==> src/hw/rtl/dual_motor_slew_limiter_defines.svh <==
// Assertion macros shared by the slew limiter RTL.
// Each macro expects clk and arst_n in scope of the module that uses it.
`ifndef DUAL_MOTOR_SLEW_LIMITER_DEFINES_SVH
`define DUAL_MOTOR_SLEW_LIMITER_DEFINES_SVH

// expression holds at every edge out of reset
`define DMSL_ASSERT_ALWAYS(lbl, expr, msg) \
	lbl: assert property (@(posedge clk) disable iff (!arst_n) (expr)) else $error(msg);

// consequent holds in the same cycle as the antecedent
`define DMSL_ASSERT_IMPL(lbl, ante, cons, msg) \
	lbl: assert property (@(posedge clk) disable iff (!arst_n) (ante) |-> (cons)) \
		else $error(msg);

// consequent holds in the cycle after the antecedent
`define DMSL_ASSERT_NEXT(lbl, ante, cons, msg) \
	lbl: assert property (@(posedge clk) disable iff (!arst_n) (ante) |=> (cons)) \
		else $error(msg);

`endif

==> src/hw/rtl/dmsl_pkg.sv <==
// Package for the dual motor slew limiter: item types, register codes, reset values.
// No dependencies.
`default_nettype none

package dmsl_pkg;

	localparam int SPEED_BITS_DEF = 16;

	localparam int CFG_IDX_W  = 2;
	localparam int CFG_DATA_W = 15;
	localparam int STEP_W     = 31; // 15-bit rate times 16-bit elapsed

	localparam logic [CFG_IDX_W-1:0] REG_DEADZONE   = 2'd0;
	localparam logic [CFG_IDX_W-1:0] REG_MAX_RATE   = 2'd1;
	localparam logic [CFG_IDX_W-1:0] REG_DUTY_SCALE = 2'd2;

	localparam logic [14:0] DEADZONE_RST   = 15'd3277;
	localparam logic [14:0] MAX_RATE_RST   = 15'd33;
	localparam logic [7:0]  DUTY_SCALE_RST = 8'd180;

	localparam logic REQ_SET_TARGET = 1'b0;
	localparam logic REQ_TICK       = 1'b1;

	typedef struct packed {
		logic               req_type;
		logic signed [15:0] left_speed;
		logic signed [15:0] right_speed;
		logic [15:0]        elapsed_ms;
	} req_item_t;

	typedef struct packed {
		logic [7:0] left_duty;
		logic       left_reverse;
		logic [7:0] right_duty;
		logic       right_reverse;
	} rsp_item_t;

	// control from the top level to each lane
	typedef struct packed {
		logic set_tgt;  // latch a new conditioned target
		logic tick;     // slew current toward target
		logic load_out; // form the duty product
	} lane_ctrl_t;

	typedef struct packed {
		logic [7:0] duty;
		logic       reverse;
	} lane_res_t;

endpackage

`default_nettype wire

==> src/hw/rtl/dmsl_lane.sv <==
// One wheel lane: deadzone conditioning, target/current state, slew and duty product.
// Depends on dmsl_pkg.
`default_nettype none

module dmsl_lane #(
	parameter int SPEED_BITS = dmsl_pkg::SPEED_BITS_DEF
) (
	input  wire                              clk,
	input  wire                              arst_n,
	input  wire dmsl_pkg::lane_ctrl_t        ctrl,
	input  wire signed [15:0]                speed,
	input  wire [dmsl_pkg::STEP_W-1:0]       step,
	input  wire [14:0]                       deadzone,
	input  wire [7:0]                        duty_scale,
	output dmsl_pkg::lane_res_t              res
);

	localparam int CW = (SPEED_BITS > 16) ? SPEED_BITS : 16;
	localparam int DW = (SPEED_BITS + 2 > dmsl_pkg::STEP_W + 2) ?
		SPEED_BITS + 2 : dmsl_pkg::STEP_W + 2;
	localparam int PW = SPEED_BITS + 7;
	localparam logic [CW-1:0] FS = CW'((64'd1 << (SPEED_BITS - 1)) - 64'd1);

	logic signed [SPEED_BITS-1:0] target_q;
	logic signed [SPEED_BITS-1:0] current_q;
	logic [PW-1:0]                prod_s2;
	logic                         rev_s2;

	// deadzone conditioning
	logic signed [16:0]           s_x;
	logic [15:0]                  mag_in;
	logic [CW-1:0]                mag_c;
	logic [CW-1:0]                mag_dz;
	logic [CW-1:0]                mag_lim;
	logic [CW+2:0]                mag5;
	logic [SPEED_BITS-2:0]        mag_f;
	logic signed [SPEED_BITS-1:0] tgt_new;

	always_comb begin
		s_x     = 17'(speed);
		mag_in  = speed[15] ? 16'(-s_x) : unsigned'(speed);
		mag_c   = (CW'(mag_in) >= FS) ? FS : CW'(mag_in);
		mag5    = (CW+3)'(mag_c) + ((CW+3)'(mag_c) << 2);
		if (mag_c < CW'(deadzone)) begin
			mag_dz = (mag5 < (CW+3)'(deadzone)) ? '0 : CW'(deadzone);
		end else begin
			mag_dz = mag_c;
		end
		mag_lim = (mag_dz > FS) ? FS : mag_dz;
		mag_f   = mag_lim[SPEED_BITS-2:0];
		tgt_new = speed[15] ? -signed'({1'b0, mag_f}) : signed'({1'b0, mag_f});
	end

	// slew: move by at most step
	logic signed [DW-1:0]         d_w;
	logic signed [DW-1:0]         st_w;
	logic signed [DW-1:0]         d_c;
	logic signed [SPEED_BITS-1:0] cur_new;

	always_comb begin
		d_w  = DW'(target_q) - DW'(current_q);
		st_w = signed'(DW'(step));
		if (d_w > st_w) begin
			d_c = st_w;
		end else if (d_w < -st_w) begin
			d_c = -st_w;
		end else begin
			d_c = d_w;
		end
		cur_new = current_q + signed'(d_c[SPEED_BITS-1:0]);
	end

	// duty product from the updated current speed
	logic signed [SPEED_BITS-1:0] cur_abs;
	logic [SPEED_BITS-2:0]        mag_cur;

	always_comb begin
		cur_abs = current_q[SPEED_BITS-1] ? -current_q : current_q;
		mag_cur = cur_abs[SPEED_BITS-2:0];
	end

	always_ff @(posedge clk or negedge arst_n) begin
		if (!arst_n) begin
			target_q  <= '0;
			current_q <= '0;
		end else begin
			if (ctrl.set_tgt) begin
				target_q <= tgt_new;
			end
			if (ctrl.tick) begin
				current_q <= cur_new;
			end
		end
	end

	always_ff @(posedge clk) begin
		if (ctrl.load_out) begin
			prod_s2 <= PW'(mag_cur) * PW'(duty_scale);
			rev_s2  <= current_q[SPEED_BITS-1];
		end
	end

	// |current| <= full scale, so the scaled duty always fits 8 bits
	assign res.duty    = prod_s2[PW-1:SPEED_BITS-1];
	assign res.reverse = rev_s2;

endmodule

`default_nettype wire

==> src/hw/rtl/dmsl_merge.sv <==
// Merge stage: joins both lane results into one result item and holds it for the consumer.
// Depends on dmsl_pkg.
`default_nettype none

module dmsl_merge (
	input  wire                       clk,
	input  wire                       arst_n,
	input  wire                       lanes_valid,
	input  wire dmsl_pkg::lane_res_t  left_res,
	input  wire dmsl_pkg::lane_res_t  right_res,
	output logic                      take,
	output logic                      rsp_valid,
	input  wire                       rsp_stall,
	output dmsl_pkg::rsp_item_t       rsp
);

	logic                valid_q;
	dmsl_pkg::rsp_item_t rsp_q;

	assign take      = lanes_valid && (!valid_q || !rsp_stall);
	assign rsp_valid = valid_q;
	assign rsp       = rsp_q;

	always_ff @(posedge clk or negedge arst_n) begin
		if (!arst_n) begin
			valid_q <= 1'b0;
		end else if (take) begin
			valid_q <= 1'b1;
		end else if (!rsp_stall) begin
			valid_q <= 1'b0;
		end
	end

	always_ff @(posedge clk) begin
		if (take) begin
			rsp_q.left_duty     <= left_res.duty;
			rsp_q.left_reverse  <= left_res.reverse;
			rsp_q.right_duty    <= right_res.duty;
			rsp_q.right_reverse <= right_res.reverse;
		end
	end

endmodule

`default_nettype wire

==> src/hw/rtl/dual_motor_slew_limiter.sv <==
// Dual motor slew limiter top: config registers, step multiply, two wheel lanes, merge.
// A tick item passes the step multiply, slew update, duty multiply and output register in order.
// One item in flight: a new item is accepted only once the last has left stage 1 (set_target)
//   or its result has moved to the output register (tick); a stalled output register holds it.
// Reset (arst_n low, async): targets and currents clear to zero, registers take their
//   defaults, no result pending. No clearing pass.
// Depends on dmsl_pkg, dmsl_lane, dmsl_merge and dual_motor_slew_limiter_defines.svh.
`default_nettype none
`include "dual_motor_slew_limiter_defines.svh"

module dual_motor_slew_limiter #(
	parameter int SPEED_BITS = dmsl_pkg::SPEED_BITS_DEF
) (
	input  wire                                clk,
	input  wire                                arst_n,
	input  wire                                req_valid,
	output logic                               req_stall,
	input  wire dmsl_pkg::req_item_t           req,
	output logic                               rsp_valid,
	input  wire                                rsp_stall,
	output dmsl_pkg::rsp_item_t                rsp,
	input  wire                                cfg_wr_en,
	input  wire [dmsl_pkg::CFG_IDX_W-1:0]      cfg_index,
	input  wire [dmsl_pkg::CFG_DATA_W-1:0]     cfg_wdata
);

	// ---------------------------------------------------------------
	// Configuration registers; an index past the list is ignored.
	// ---------------------------------------------------------------
	logic [14:0] deadzone_q;
	logic [14:0] max_rate_q;
	logic [7:0]  duty_scale_q;

	always_ff @(posedge clk or negedge arst_n) begin
		if (!arst_n) begin
			deadzone_q   <= dmsl_pkg::DEADZONE_RST;
			max_rate_q   <= dmsl_pkg::MAX_RATE_RST;
			duty_scale_q <= dmsl_pkg::DUTY_SCALE_RST;
		end else if (cfg_wr_en) begin
			unique case (cfg_index)
				dmsl_pkg::REG_DEADZONE:   deadzone_q   <= cfg_wdata[14:0];
				dmsl_pkg::REG_MAX_RATE:   max_rate_q   <= cfg_wdata[14:0];
				dmsl_pkg::REG_DUTY_SCALE: duty_scale_q <= cfg_wdata[7:0];
				default: ;
			endcase
		end
	end

	// ---------------------------------------------------------------
	// Stage 1: capture the item and form the slew step.
	// The step is rate * elapsed, exact in 31 bits, shared by both lanes.
	// ---------------------------------------------------------------
	logic                        v1_q;
	logic                        tick_s1;
	logic signed [15:0]          left_speed_s1;
	logic signed [15:0]          right_speed_s1;
	logic [dmsl_pkg::STEP_W-1:0] step_s1;
	logic                        load_out_q;
	logic                        v2_q;
	logic                        take;
	logic                        accept;

	// one item at a time: busy from acceptance until its result moves to the output register
	assign req_stall = v1_q || load_out_q || v2_q;
	assign accept    = req_valid && !req_stall;

	always_ff @(posedge clk or negedge arst_n) begin
		if (!arst_n) begin
			v1_q    <= 1'b0;
			tick_s1 <= 1'b0;
		end else begin
			v1_q <= accept;
			if (accept) begin
				tick_s1 <= (req.req_type == dmsl_pkg::REQ_TICK);
			end
		end
	end

	always_ff @(posedge clk) begin
		if (accept) begin
			left_speed_s1  <= req.left_speed;
			right_speed_s1 <= req.right_speed;
			step_s1        <= dmsl_pkg::STEP_W'(max_rate_q) * dmsl_pkg::STEP_W'(req.elapsed_ms);
		end
	end

	// ---------------------------------------------------------------
	// Lane control. Stage 1 updates target or current in each lane;
	// stage 2 (tick only) holds the duty product until the merge takes it.
	// ---------------------------------------------------------------
	dmsl_pkg::lane_ctrl_t lane_ctrl;

	always_comb begin
		lane_ctrl.set_tgt  = v1_q && !tick_s1;
		lane_ctrl.tick     = v1_q && tick_s1;
		lane_ctrl.load_out = load_out_q;
	end

	// the product is formed the cycle after the current speed moves
	always_ff @(posedge clk or negedge arst_n) begin
		if (!arst_n) begin
			load_out_q <= 1'b0;
			v2_q       <= 1'b0;
		end else begin
			load_out_q <= lane_ctrl.tick;
			if (load_out_q) begin
				v2_q <= 1'b1;
			end else if (take) begin
				v2_q <= 1'b0;
			end
		end
	end

	dmsl_pkg::lane_res_t left_res;
	dmsl_pkg::lane_res_t right_res;

	dmsl_lane #(
		.SPEED_BITS (SPEED_BITS)
	) u_lane_left (
		.clk        (clk),
		.arst_n     (arst_n),
		.ctrl       (lane_ctrl),
		.speed      (left_speed_s1),
		.step       (step_s1),
		.deadzone   (deadzone_q),
		.duty_scale (duty_scale_q),
		.res        (left_res)
	);

	dmsl_lane #(
		.SPEED_BITS (SPEED_BITS)
	) u_lane_right (
		.clk        (clk),
		.arst_n     (arst_n),
		.ctrl       (lane_ctrl),
		.speed      (right_speed_s1),
		.step       (step_s1),
		.deadzone   (deadzone_q),
		.duty_scale (duty_scale_q),
		.res        (right_res)
	);

	// ---------------------------------------------------------------
	// Merge: both lanes finish together; one result item per tick.
	// ---------------------------------------------------------------
	logic lanes_valid;

	// v2 is not yet set in the product cycle; the product is ready once v2 is
	assign lanes_valid = v2_q;

	dmsl_merge u_merge (
		.clk         (clk),
		.arst_n      (arst_n),
		.lanes_valid (lanes_valid),
		.left_res    (left_res),
		.right_res   (right_res),
		.take        (take),
		.rsp_valid   (rsp_valid),
		.rsp_stall   (rsp_stall),
		.rsp         (rsp)
	);

	// ---------------------------------------------------------------
	// Assertions
	// ---------------------------------------------------------------
	`DMSL_ASSERT_ALWAYS(a_one_in_flight, !(v1_q && (v2_q || load_out_q)), "two items in flight")
	`DMSL_ASSERT_NEXT(a_accept_to_s1, accept, v1_q, "accepted item did not reach stage 1")
	`DMSL_ASSERT_NEXT(a_set_no_result, v1_q && !tick_s1, !load_out_q && !v2_q, "set made result")
	`DMSL_ASSERT_IMPL(a_rsp_from_lanes, $rose(rsp_valid), $past(take), "result without lane data")

endmodule

`default_nettype wire
==> config.mk <==
export PLATFORM = sky130hd
export DESIGN_NAME = dual_motor_slew_limiter
export DESIGN_NICKNAME = d
export VERILOG_FILES = /design/src/hw/rtl/dmsl_pkg.sv /design/src/hw/rtl/dmsl_lane.sv /design/src/hw/rtl/dmsl_merge.sv /design/src/hw/rtl/dual_motor_slew_limiter.sv
export VERILOG_INCLUDE_DIRS = /design/src /design/src/hw/rtl
export SDC_FILE = /design/constraint.sdc
export NUM_CORES = 2
export LEC_CHECK = 0
export BUFFER_PORTS_ARGS = -buffer_cell sky130_fd_sc_hd__buf_2
export CAP_MARGIN = 5
export CORE_MARGIN = 1.5
export CORE_UTILIZATION = 45
export CTS_BUF_LIST = sky130_fd_sc_hd__clkbuf_4
export DETAILED_ROUTE_END_ITERATION = 16
export GPL_ROUTABILITY_DRIVEN = 0
export HOLD_SLACK_MARGIN = 0.03
export SYNTH_ARGS = -nofsm -noshare
export SYNTH_HDL_FRONTEND = slang
export SYNTH_SLANG_ARGS = --single-unit
export TNS_END_PERCENT = 20
==> constraint.sdc <==
create_clock -name clk -period 11.2 [get_ports clk]
set_input_delay 0.56 -clock clk [delete_from_list [all_inputs] [get_ports clk]]
set_output_delay 0.56 -clock clk [all_outputs]
set_load 0.01 [all_outputs]
; Yosys cells after proc, flatten, opt, wreduce, memory -nomap -nowiden
; Index checks and enable logic that the tools add are counted.
[word_totals]
in_bits = 71
output_inout_bits = 20
regBits = 236
wordCells = 92
[op_classes]
n_addsub = 13
muxes = 22
mul = 3
eq_ne = 3
reduce_logical = 16
n_lt_le_gt_ge = 12
[op_table]
columns = op, n
row1 = two-way mux 16 bit, 12
row2 = two-way mux 15 bit, 6
row3 = less-than comparator 17 x 33 -> 1 bit, 2
row4 = > comparator 17 x 32 -> 1 bit, 2
row5 = multiplier 15 x 8 -> 23 bit, 2
row6 = adder 16 x 18 -> 19 bit, 2
row7 = less-than comparator 19 x 15 -> 1 bit, 2
row8 = subtractor 16 x 16 -> 17 bit, 2
row9 = negation 31 -> 33 bit, 1
row10 = adder 16 bit, 2
row11 = "greater-or-equal comparator 16 x 15 -> 1 bit, second input constant", 2
row12 = "> comparator 16 x 15 -> 1 bit, second input constant", 2
row13 = less-than comparator 16 x 15 -> 1 bit, 2
row14 = negation 15 -> 16 bit, 2
row15 = negation 16 bit, 2
row16 = multiplier 15 x 16 -> 31 bit, 1
row17 = negation 15 bit, 2
row18 = AND reduction 2 bit, 3
row19 = logical AND 1 bit, 4
row20 = zero test 1 bit, 4
row21 = two-way mux 1 bit, 4
row22 = logical OR 1 bit, 3
row23 = "equality test 2 x 1 -> 1 bit, second input constant", 1
row24 = "equality test 2 bit, second input constant", 1
row25 = 3 further kinds, 3

; Depth between registers and ports, before layout
[logic_depth]
ltp_word = 12
depth_mapped = 38

; Cells and area by module
; From an unflattened synthesis, not the netlist that was laid out.
[unflattened]
cells_unflattened = 4043
area_unflattened_um2 = 35386.4
[by_module_without_submodules]
columns = mod, area_each_um2, instances, cells_each, seq_area_each_um2
row1 = dmsl_lane (u_lane_left), 11664.9, 1, 1469, 1071.0
row2 = dual_motor_slew_limiter, 11639.9, 1, 1112, 2959.1
row3 = dmsl_lane (u_lane_right), 11497.3, 1, 1441, 1071.0
row4 = dmsl_merge, 584.3, 1, 21, 565.5

; Worst setup path before layout
; No wires, ideal clock.
[synth_timing]
kind = reg2reg
start = reg u_lane_right.current_q[0]
end = reg u_lane_right.current_q[15]
period_less_slack_ns = 8.742
arrival_time_ns = 8.662
setup_slack_ns = 2.458
path_stages_with_launch = 34
setup_ns = 0.080
cell_sequence = dfrtp_1 -> ha_1 -> inv_1 -> fa_1 -> a21oi_1 -> nor2b_1 -> a31oi_1 -> a21oi_1 -> a41oi_1 -> a211oi_1 -> nor2_1 -> ha_1 -> a21o_1 -> a21oi_1 -> nor2b_1 -> o21ai_0 -> a21oi_1 -> or4b_2 -> o22ai_1 -> clkbuf_1 -> buf_1 -> mux2i_1 -> o21ai_0 -> ha_1 -> a21o_1 -> a21o_1 -> a2111oi_0 -> o31ai_1 -> o41ai_1 -> o21ai_0 -> a31oi_1 -> nand2_1 -> o41ai_1 -> xnor2_1
[synth_via]
elab_chain_len = 5
word_cells_on_any_way = 6
[synth_rtl]
columns = element, line_no
row1 = start: declaration, dmsl_lane.sv:25  ; logic signed [SPEED_BITS-1:0] current_q;
row2 = start signal: assignment, dmsl_lane.sv:91  ; current_q <= cur_new;
row3 = subtractor 16 x 16 -> 17 bit, dmsl_lane.sv:61  ; d_w = DW'(target_q) - DW'(current_q);
row4 = less-than comparator 17 x 33 -> 1 bit, dmsl_lane.sv:65  ; end else if (d_w < -st_w) begin
row5 = two-way mux 16 bit, dmsl_lane.sv:65
row6 = two-way mux 16 bit, dmsl_lane.sv:63  ; if (d_w > st_w) begin
row7 = adder 16 bit (*), dmsl_lane.sv:70  ; cur_new = current_q + signed'(d_c[SPEED_BITS-1:0]);
; Every way passes the cells marked *; elsewhere a longest branch is shown, timed or not.
; A chain may end at the register's enable or synchronous reset.

; Worst setup path in the final report
[layout_timing]
start = reg step_s1[1] in the netlist's numbering
end = reg u_lane_right.current_q[15]
[layout_via]
elab_chain_len = 5
word_cells_on_any_way = 6
[layout_rtl]
columns = element, line_no
row1 = start: declaration, dual_motor_slew_limiter.sv:57  ; logic [dmsl_pkg::STEP_W-1:0] step_s1;
row2 = start signal: assignment, dual_motor_slew_limiter.sv:83  ; step_s1 <= dmsl_pkg::STEP_W'(max_rate_q) * dmsl_pkg::STEP_W'(req.elapsed_ms);
row3 = negation 31 -> 33 bit, dmsl_lane.sv:65
row4 = less-than comparator 17 x 33 -> 1 bit, dmsl_lane.sv:65
row5 = two-way mux 16 bit, dmsl_lane.sv:65
row6 = two-way mux 16 bit (*), dmsl_lane.sv:63
row7 = adder 16 bit (*), dmsl_lane.sv:70
; Marked as above.

==> results.md <==
- Most frequent CP cell: nand3_1
- Count of TritonRoute iterations in the first routing pass: 5
- Detailed placement HPWL: 71,400 um
- FMAX: 0.107 GHz
- H-tree depth: 3
- CTS tree: yes
- First-pass GRT wire length: 146,000 um
- Wirelength per Cell: 17.9 um
- Crit Path Category: reg2reg
- Crit path largest cell delay: 710 ps
- Drt drc: 0
- Share of layout cells above drive strength 1: 0.0785
- Fillers: 7,201
- Max cap viols: 0
- Final setup fails: 0
- FF/Latch Area: 5670 um^2
- DR iter-0 viols: 1,826
- Crit path time final: 9380 ps
- Hold crit path type: in2reg
- Vias in the first global route: 27,016
- Slowest-stage cell, CP: a2111oi_0
- Ports: 91
- Total CTS buffers: 66
- Worst Path Arrival: 10,080 ps
- Slew @ Worst Pin: 1080 ps
- Initial Util: 0.455
- Yosys warnings: 0
- Final Hold Viols: 0
- Syn_area_per_cell: 8.74 um^2
- Clock Tree Buf Depth: 3
- Core Rows: 100
- Synth unique cells: 98
- Slew HR: 0.283
- Outcome: completed
- Die Area: 77,000 um^2
- Most frequent cells in the layout: 494 x nand2_1, 473 x inv_1, 450 x ha_1
- Die W: 278 um
- Max Slew Vio Count: 0
- Multi-input combinational cell area: 26,000 um^2
- Final nets: 4,821
- Buf/Inv on CP: 1
- EDFF count, synth: 99
- Synthesis-stage register bit count: 206
- Cts repair resizes: 0
- CTS clk-pin slew, worst paths: 70 ps
- Setup TNS: 0 ps
- Critical Path RT: 11,910 ps
- CP max FO: 13
- CP endpoint kind: flip-flop
- Top delay family on crit path: compound AO/OA/AOI/OAI gates
- Predominant post-synthesis flop cell: edfxtp_1
- Vias: 27,705
- Unrepaired setup endpoints after global routing: false
- CTS root buf: clkbuf_4
- All-Layer GR Usage: 0.234
- Total grt overflow: 0
- Vias per cell: 5.56
- Post-synthesis sequential area ratio: 0.167
- Clock Latency Late Sink: 820 ps
- Die Height: 278 um
- Clk sinks: 206
- Core Area: 74,600 um^2
- Remaining antenna violation count after routing: 0
- Critical Path Source Type: flip-flop
- Antenna violations before repair: 2
- Period Utilization, post-route: 0.837
- Most common cell after layout, fill and taps aside: nand2_1
- Synth Instances: 3,881
- Largest net degree at the start of global routing: 66
- Number of buffers added on ports: 90
- P&R area growth vs syn: 7.82%
- Synth async-reset ratio: 0.519
- Final Skew: 99.5 ps
- Post-Synthesis Cell Area: 33,900 um^2
- Routed wire length: 89,100 um
## logic make-up (layout without fill, tap and decap cells)
logic type / Yosys count / count (layout) / share of synthesized area
AOI/OAI and AO/OA: 768 / 768 / 0.148
xor gates and xnor gates: 211 / 211 / 0.0549
adders and majority gates: 790 / 790 / 0.367
buffers and inverters: 617 / 748 / 0.0689
DFF: 206 / 206 / 0.167
muxes: 54 / 54 / 0.0173
other: 1 / 3 / 0.000111
and+or+nand+nor: 1234 / 1234 / 0.177
## timing repair
action / 4_1_cts / 5_1_grt
hold endpoints to repair: 85 / 0
buffers inserted: 0 / 0
hold buffers: 42 / 0
endpoints found under the setup margin: 0 / 0
## cells in the mapped netlist (9+ instances only)
library cell | instances | share of area
o41ai_1 | 23 | 0.0059
nor3_1 | 61 | 0.0090
mux2_2 | 35 | 0.012
o21ai_1 | 10 | 0.0015
and3_1 | 19 | 0.0035
nor2b_1 | 33 | 0.0061
nand2_1 | 494 | 0.055
a31oi_1 | 27 | 0.0050
and2_1 | 212 | 0.039
dfrtp_1 | 94 | 0.069
edfxtp_1 | 99 | 0.088
a21oi_1 | 165 | 0.024
ha_1 | 450 | 0.17
o22ai_1 | 18 | 0.0033
inv_1 | 473 | 0.052
nor2_1 | 176 | 0.019
o21bai_1 | 23 | 0.0051
or3_1 | 25 | 0.0046
o22a_1 | 15 | 0.0039
mux2i_1 | 18 | 0.0053
xor2_1 | 49 | 0.013
nand4_1 | 48 | 0.0089
fa_1 | 340 | 0.20
o21a_1 | 36 | 0.0080
a2111oi_0 | 10 | 0.0026
nor4_1 | 23 | 0.0042
nand3_1 | 61 | 0.0090
a22oi_1 | 13 | 0.0029
clkbuf_1 | 126 | 0.014
nand2b_1 | 23 | 0.0042
o211ai_1 | 13 | 0.0029
xnor2_1 | 161 | 0.042
o21ai_0 | 197 | 0.029
a211oi_1 | 37 | 0.0082
dfstp_2 | 13 | 0.010
o31a_1 | 9 | 0.0023
o31ai_1 | 36 | 0.0080
a21o_1 | 56 | 0.012
## tightest hold or removal path, stage by stage
cell,delay [ps]
buf_2,180
nand2_1,80
o21ai_0,70
## stage by stage
stage / cells / setup WS [ps] / area (um^2) / hold WS, ps / util
2_1_floorplan: 3882 / 2460 / 33900 / 264 / -
5_1_grt: 4983 / 779 / 36600 / 89.3 / 0.491
6_report: 4983 / 1820 / 36600 / 155 / 0.491
3_3_place_gp: 4819 / 2140 / 35200 / 400 / 0.472
4_1_cts: 4982 / 1940 / 36600 / 55.2 / 0.490
3_5_place_dp: 4819 / 1910 / 35200 / 405 / 0.472
## path summary, 6_finish.rpt
check,slack (ps),to,cells past startpoint,from
worst min-delay path,160,deadzone_q[2],3,cfg_wdata[2]
worst max-delay path,1820,u_lane_right.current_q[15],33,step_s1[1]
worst min register to register,360,u_merge.rsp[4],0,u_lane_right.prod_s2[18]
max in group asynchronous,9550,tick_s1,3,arst_n
min in group asynchronous,330,max_rate_q[11],2,arst_n
worst max register to register,1820,u_lane_right.current_q[15],33,step_s1[1]
## state kept, by name, summed over array words and instances (netlist names), 8 cells and up
signal / flops
u_lane_right.prod_s2: 8
u_lane_left.target_q: 16
u_lane_right.target_q: 16
left_speed_s1: 16
step_s1: 31
right_speed_s1: 16
u_lane_left.current_q: 16
max_rate_q: 15
u_merge.rsp: 18
u_lane_right.current_q: 16
u_lane_left.prod_s2: 8
duty_scale_q: 8
deadzone_q: 15
## layout make-up
| type | instances | area share |
|---|---|---|
| clock inverters | 20 | 0.00452 |
| well taps | 969 | 0.0331 |
| multi-input cells | 3059 | 0.710 |
| inverters | 475 | 0.0487 |
| repair buffers | 152 | 0.0280 |
| diodes | 1 | 0.0000684 |
| clock buffers | 101 | 0.0207 |
| flip-flops and latches | 206 | 0.155 |
## routing by layer
metal	vias up	GRT usage	wire length, um	share of wire
li1	13484	-	-	-
met1	13462	0.334	42400	0.48
met2	665	0.373	40200	0.45
met3	94	0.0339	4850	0.054
met4	0	0.0562	1660	0.019
met5	-	0	0	0
Power is left out: the tool's default activity adds up to more than one toggle a clock period on the data nets, which glitch-free logic cannot reach.
